===== config.mk =====
export PLATFORM = sky130hd
export DESIGN_NAME = b2b_ctrl
export DESIGN_NICKNAME = d
export VERILOG_FILES = /design/src/design/blake2b_hash_assert.svh /design/src/design/b2b_pkg.sv /design/src/design/b2b_ctrl.sv
export SDC_FILE = /design/constraint.sdc
export NUM_CORES = 1
export LEC_CHECK = 0
export BUFFER_PORTS_ARGS = -buffer_cell sky130_fd_sc_hd__buf_2
export CORE_MARGIN = 4
export CORE_UTILIZATION = 45
export CTS_CLUSTER_SIZE = 14
export DETAILED_ROUTE_END_ITERATION = 6
export GPL_TIMING_DRIVEN = 0
export HOLD_SLACK_MARGIN = 0.1
export PLACE_DENSITY_LB_ADDON = 0.08
export SETUP_SLACK_MARGIN = 0.3
export SYNTH_ARGS = -nofsm -noshare
export SYNTH_HDL_FRONTEND = slang
export SYNTH_SLANG_ARGS = --single-unit
export TNS_END_PERCENT = 5

===== constraint.sdc =====
create_clock -name clk -period 3.5 [get_ports clk]
set_input_delay 0.7 -clock clk [delete_from_list [all_inputs] [get_ports clk]]
set_output_delay 0.7 -clock clk [all_outputs]
set_load 0.01 [all_outputs]

===== src/design/blake2b_hash_assert.svh =====
// ---------------------------------------------------------------------------
// blake2b_hash assertion macros
// shared checks, written in the scope of a module with clk and rst
// ---------------------------------------------------------------------------
`ifndef BLAKE2B_HASH_ASSERT_SVH
`define BLAKE2B_HASH_ASSERT_SVH

// same-cycle implication
`define B2B_ASSERT_SAME(lbl, ante, cons, msg) \
  lbl: assert property (@(posedge clk) disable iff (rst) (ante) |-> (cons)) else $error(msg);

// next-cycle implication
`define B2B_ASSERT_NEXT(lbl, ante, cons, msg) \
  lbl: assert property (@(posedge clk) disable iff (rst) (ante) |=> (cons)) else $error(msg);

`endif


===== src/design/b2b_pkg.sv =====
// ---------------------------------------------------------------------------
// b2b_pkg
// types, constants and tables shared by the blake2b hash modules
// ---------------------------------------------------------------------------
package b2b_pkg;

  localparam int NUM_ROUNDS = 12;
  localparam logic [3:0] LAST_ROUND = 4'(NUM_ROUNDS - 1);
  localparam logic [7:0] BLOCK_BYTES = 8'd128;

  // configuration register indexes
  localparam logic [1:0] REG_OUT_LEN = 2'd0;
  localparam logic [1:0] REG_KEY_LEN = 2'd1;

  typedef struct packed {
    logic [63:0] data_word;
    logic [3:0]  byte_count;
    logic        last;
  } data_t;

  typedef struct packed {
    logic [63:0] digest_word;
    logic [3:0]  word_bytes;
    logic        last_word;
  } digest_t;

  typedef enum logic [2:0] {
    ST_IDLE,
    ST_INSERT,
    ST_CHECK,
    ST_VINIT,
    ST_ROUND,
    ST_FOLD,
    ST_OUTLOAD,
    ST_OUTPUT
  } state_t;

  typedef enum logic [2:0] {
    OP_NONE,
    OP_LATCH,
    OP_INSERT,
    OP_COUNT,
    OP_VINIT,
    OP_GSTEP,
    OP_FOLD,
    OP_OUTLOAD
  } op_t;

  typedef struct packed {
    op_t        op;
    logic       restart;
    logic       count_blk;
    logic       final_blk;
    logic       diag;
    logic       phase;
    logic [3:0] round;
  } cmd_t;

  typedef struct packed {
    logic rem_bytes;
    logic item_last;
    logic out_done;
  } sts_t;

  function automatic logic [63:0] iv(input logic [2:0] i);
    logic [63:0] r;
    case (i)
      3'd0: r = 64'h6a09e667f3bcc908;
      3'd1: r = 64'hbb67ae8584caa73b;
      3'd2: r = 64'h3c6ef372fe94f82b;
      3'd3: r = 64'ha54ff53a5f1d36f1;
      3'd4: r = 64'h510e527fade682d1;
      3'd5: r = 64'h9b05688c2b3e6c1f;
      3'd6: r = 64'h1f83d9abfb41bd6b;
      default: r = 64'h5be0cd19137e2179;
    endcase
    return r;
  endfunction

  // message schedule, one nibble per position, position 0 in the low nibble
  function automatic logic [3:0] sigma(input logic [3:0] rnd, input logic [3:0] pos);
    logic [63:0] row;
    case (rnd)
      4'd0, 4'd10: row = 64'hfedcba9876543210;
      4'd1, 4'd11: row = 64'h357b20c16df984ae;
      4'd2:        row = 64'h491763eadf250c8b;
      4'd3:        row = 64'h8f04a562ebcd1397;
      4'd4:        row = 64'hd386cb1efa427509;
      4'd5:        row = 64'h91ef57d438b0a6c2;
      4'd6:        row = 64'hb8293670a4def15c;
      4'd7:        row = 64'ha2684f05931ce7bd;
      4'd8:        row = 64'h5a417d2c803b9ef6;
      4'd9:        row = 64'h0dc3e9bf5167482a;
      default:     row = 64'hfedcba9876543210;
    endcase
    return row[{pos, 2'b00} +: 4];
  endfunction

  // low bytes kept, 0 to 8 of them
  function automatic logic [63:0] byte_mask(input logic [3:0] n);
    return ~(64'hffff_ffff_ffff_ffff << {n, 3'b000});
  endfunction

endpackage


===== src/design/b2b_ctrl.sv =====
// ---------------------------------------------------------------------------
// b2b_ctrl
// sequencer: item intake, block compression rounds and digest readout
// ---------------------------------------------------------------------------
module b2b_ctrl (
  input  logic          clk,
  input  logic          rst,
  input  logic          data_valid,
  output logic          data_stall,
  input  b2b_pkg::sts_t sts,
  output b2b_pkg::cmd_t cmd
);
  import b2b_pkg::*;

  state_t     state, state_next;
  logic [3:0] round, round_next;
  logic       diag, diag_next;
  logic       phase, phase_next;
  logic       final_blk, final_blk_next;

  always_ff @(posedge clk) begin
    if (rst) begin
      state     <= ST_IDLE;
      round     <= '0;
      diag      <= 1'b0;
      phase     <= 1'b0;
      final_blk <= 1'b0;
    end else begin
      state     <= state_next;
      round     <= round_next;
      diag      <= diag_next;
      phase     <= phase_next;
      final_blk <= final_blk_next;
    end
  end

  always_comb begin
    state_next     = state;
    round_next     = round;
    diag_next      = diag;
    phase_next     = phase;
    final_blk_next = final_blk;
    cmd            = '0;
    cmd.op         = OP_NONE;
    cmd.final_blk  = final_blk;
    cmd.diag       = diag;
    cmd.phase      = phase;
    cmd.round      = round;
    data_stall     = (state != ST_IDLE);
    case (state)
      ST_IDLE: begin
        if (data_valid) begin
          cmd.op     = OP_LATCH;
          state_next = ST_INSERT;
        end
      end
      ST_INSERT: begin
        cmd.op     = OP_INSERT;
        state_next = ST_CHECK;
      end
      ST_CHECK: begin
        if (sts.rem_bytes) begin
          cmd.op         = OP_COUNT;
          cmd.count_blk  = 1'b1;
          final_blk_next = 1'b0;
          state_next     = ST_VINIT;
        end else if (sts.item_last) begin
          cmd.op         = OP_COUNT;
          final_blk_next = 1'b1;
          state_next     = ST_VINIT;
        end else begin
          state_next = ST_IDLE;
        end
      end
      ST_VINIT: begin
        cmd.op     = OP_VINIT;
        round_next = '0;
        diag_next  = 1'b0;
        phase_next = 1'b0;
        state_next = ST_ROUND;
      end
      ST_ROUND: begin
        cmd.op     = OP_GSTEP;
        phase_next = ~phase;
        if (phase) begin
          diag_next = ~diag;
          if (diag) begin
            if (round == LAST_ROUND) state_next = ST_FOLD;
            else round_next = round + 4'd1;
          end
        end
      end
      ST_FOLD: begin
        cmd.op     = OP_FOLD;
        state_next = final_blk ? ST_OUTLOAD : ST_INSERT;
      end
      ST_OUTLOAD: begin
        cmd.op     = OP_OUTLOAD;
        state_next = ST_OUTPUT;
      end
      ST_OUTPUT: begin
        if (sts.out_done) begin
          cmd.restart = 1'b1;
          state_next  = ST_IDLE;
        end
      end
      default: state_next = ST_IDLE;
    endcase
  end

endmodule


==> impl_metrics.json <==
{
  "hold_viol": 0,
  "die_y_um": 45.9,
  "final_max_slew_viol_count": 0,
  "ant_nets": 0,
  "grt_start_max_net_pins": 11,
  "holdWs_ns": 0.498,
  "hp-class": "reg2reg",
  "yosysSeqAreaShare_pct": 30.9,
  "synth-xor-area-share_pct": 0,
  "nets": 113,
  "cap_violations": 0,
  "setup_violations": 0,
  "p_clk_share_pct": 14.7,
  "worstPathRequired_ns": 2.80,
  "worstPathMaxFanout": 10,
  "place_hpwl_mm": 1.10,
  "critPathCaptureType": "output port",
  "num_rows": 13,
  "switchingPower_mw": 0.246,
  "netlist_area_sq_um": 647,
  "drc": 0,
  "num_vias": 683,
  "total_power_mw": 0.558,
  "cp.arrival_ns": 1.59,
  "grt_setup_unrepaired": "no",
  "first_pass_iters": 4,
  "ys_types": 34,
  "yosys.area_share.simple_pct": 29.0,
  "layout_commonest_cell": "buf_2",
  "synth_seq_cells": 10,
  "io_pins": 19,
  "cts-root-buf": "clkbuf_4",
  "critPathKind": "reg2out",
  "grt_use_total_pct": 16.2,
  "diodes": 0,
  "holdBufCountCts": 0,
  "clock_path_buffers": 2,
  "layout-drive-gt1-share_pct": 27.9,
  "p_leak_nw": 0.335,
  "synth_fa_ha_area_share_pct": 1.93,
  "cts_tree": "done",
  "numClockSinks": 10,
  "syn_avg_cell_area_sq_um": 7.79,
  "setup_ws_ns": 1.21,
  "final-instance-count-excl-fill": 119,
  "irDropWorstVdd_uv": 358,
  "chipWidth_um": 45.9,
  "core_sq_um": 1330,
  "syn-num-nets": 90,
  "fillCellCount": 132,
  "p_int_mw": 0.312,
  "avgRoutedWirePerCell_um": 12.6,
  "floorplan.initialDensity_pct": 48.5,
  "yosysTopAreaCell": "dfxtp_1",
  "postRouteWirelength_mm": 1.50,
  "synth_warnings": 0,
  "fin_crit_ns": 2.29,
  "portBuffers": 18,
  "synth_top_family_by_area": "simple AND/OR/NAND/NOR gates",
  "pwr_density_cell_nw_per_um2": 717,
  "relSlewSlack_pct": 73.3,
  "run_status": "complete, no violations",
  "drt_iter0_drc": 10,
  "synth_compound_area_share_pct": 24.0,
  "synth_top_cell_area_share_pct": 30.9,
  "clkSlewWorstSetupHoldPaths_ns": 0.07,
  "place_inst": 116,
  "cts_buffers": 3,
  "fmax_ghz": 0.437,
  "combPwrFrac_pct": 56.8,
  "setup_tns_ns": 0,
  "grt_pass1_vias": 585,
  "antenna_found_initial": 0,
  "via_per_inst": 5.74,
  "place_congestion": 0.816,
  "post-place-ws_ns": 1.31,
  "seqPwrFrac_pct": 28.5,
  "cts_resized": 0,
  "worst_setup_path_start_kind": "register",
  "syn2layout_area_growth_pct": 20.3,
  "synthCells": 83,
  "power_switching_share_pct": 44.1,
  "layout_common_cells": "18 x buf_2, 11 x nor2_1, 10 x dfxtp_1, 9 x a21oi_1, 7 x nand2_1",
  "die_area_sq_um": 2110,
  "h-tree-depth": 1,
  "fin_skew_ns": 0.00326,
  "cts_setup_buffers": 0,
  "muxShareOfSynthArea_pct": 4.84,
  "worstMarginPinSlew_ns": 0.391,
  "synth.area.top_cells": "dfxtp_1 31%, a21oi_1 7.0%, nor2_1 6.4%",
  "clk_latency_ns": 0.27,
  "fin_crit_sh_pct": 65.4,
  "grt_pass1_wl_mm": 2.49,
  "grt_overflow": 0
}
flip-flops by register name, summed over array words and instances (netlist names):
signal / flops
diag: 1
final_blk: 1
phase: 1
state: 3
round: 4
worst paths after layout:
path	cells after the start	to	from	slack, ns
setup / recovery	4	cmd[10]	state[2]	1.21
hold / removal	2	round[3]	round[3]	0.50
setup reg to reg	5	round[3]	state[0]	1.88
hold reg to reg	2	round[3]	round[3]	0.50
critical path, cell delays in order (launching register included):
cell,delay (ns)
dfxtp_1,0.36
clkbuf_1,0.23
o311ai_0,0.43
o21ai_0,0.15
buf_2,0.16
layer usage:
layer / GRT usage, % / part of all wire, %
met2: 25.0 / 43
met5: 0 / 0
met4: 10.2 / 2.4
met1: 20.8 / 49
met3: 2.37 / 5.1
Yosys cell counts, drive strengths merged:
cell type and count:
nand2 7, nor3b 2, dfxtp 10, o311ai 1, a31oi 3, or3b 1
o21ai 5, mux2i 2, a2111oi 2, ha 1, nand3b 1, and3 1
nor2b 1, and3b 1, clkbuf 2, mux2 1, a21oi 10, nor2 11
nand2b 1, or4 2, or3 3, nor3 1, buf 5, nand3 1
inv 2, nor4 1, a21boi 2, and2 1, o2111ai 1, o31ai 1
through the flow:
step / cell area (sq um) / utilization, %
floorplan: 647 / -
global placement: 756 / 56.7
detailed placement: 756 / 56.7
CTS: 778 / 58.3
global route: 778 / 58.3
finish: 778 / 58.3
area by class of cell:
cell class	count	area (sq um)	area share, %
Inverter	2	7.51	0.965
Buffer	7	52.6	6.75
Sequential cell	10	200	25.7
Clock buffer	3	22.5	2.89
Tap cell	15	18.8	2.41
Timing Repair Buffer	18	90.1	11.6
Multi-Input combinational cell	64	387	49.7
cells by family after synthesis:
group,Yosys count
and+or+nand+nor,35
muxes,3
adders and majority gates,1
DFF,10
AOI/OAI and AO/OA,25
buffers and inverters,9
power groups by stage:
stage               Sequential, mW  Combinational [mW]  Clock, mW
global route                 0.162               0.357     0.0895
finish                       0.159               0.317     0.0818
global placement             0.160               0.312          0
detailed placement           0.161               0.314          0
floorplan                    0.156               0.235          0
CTS                          0.159               0.317     0.0834
Power figures use the tool's default switching activity.
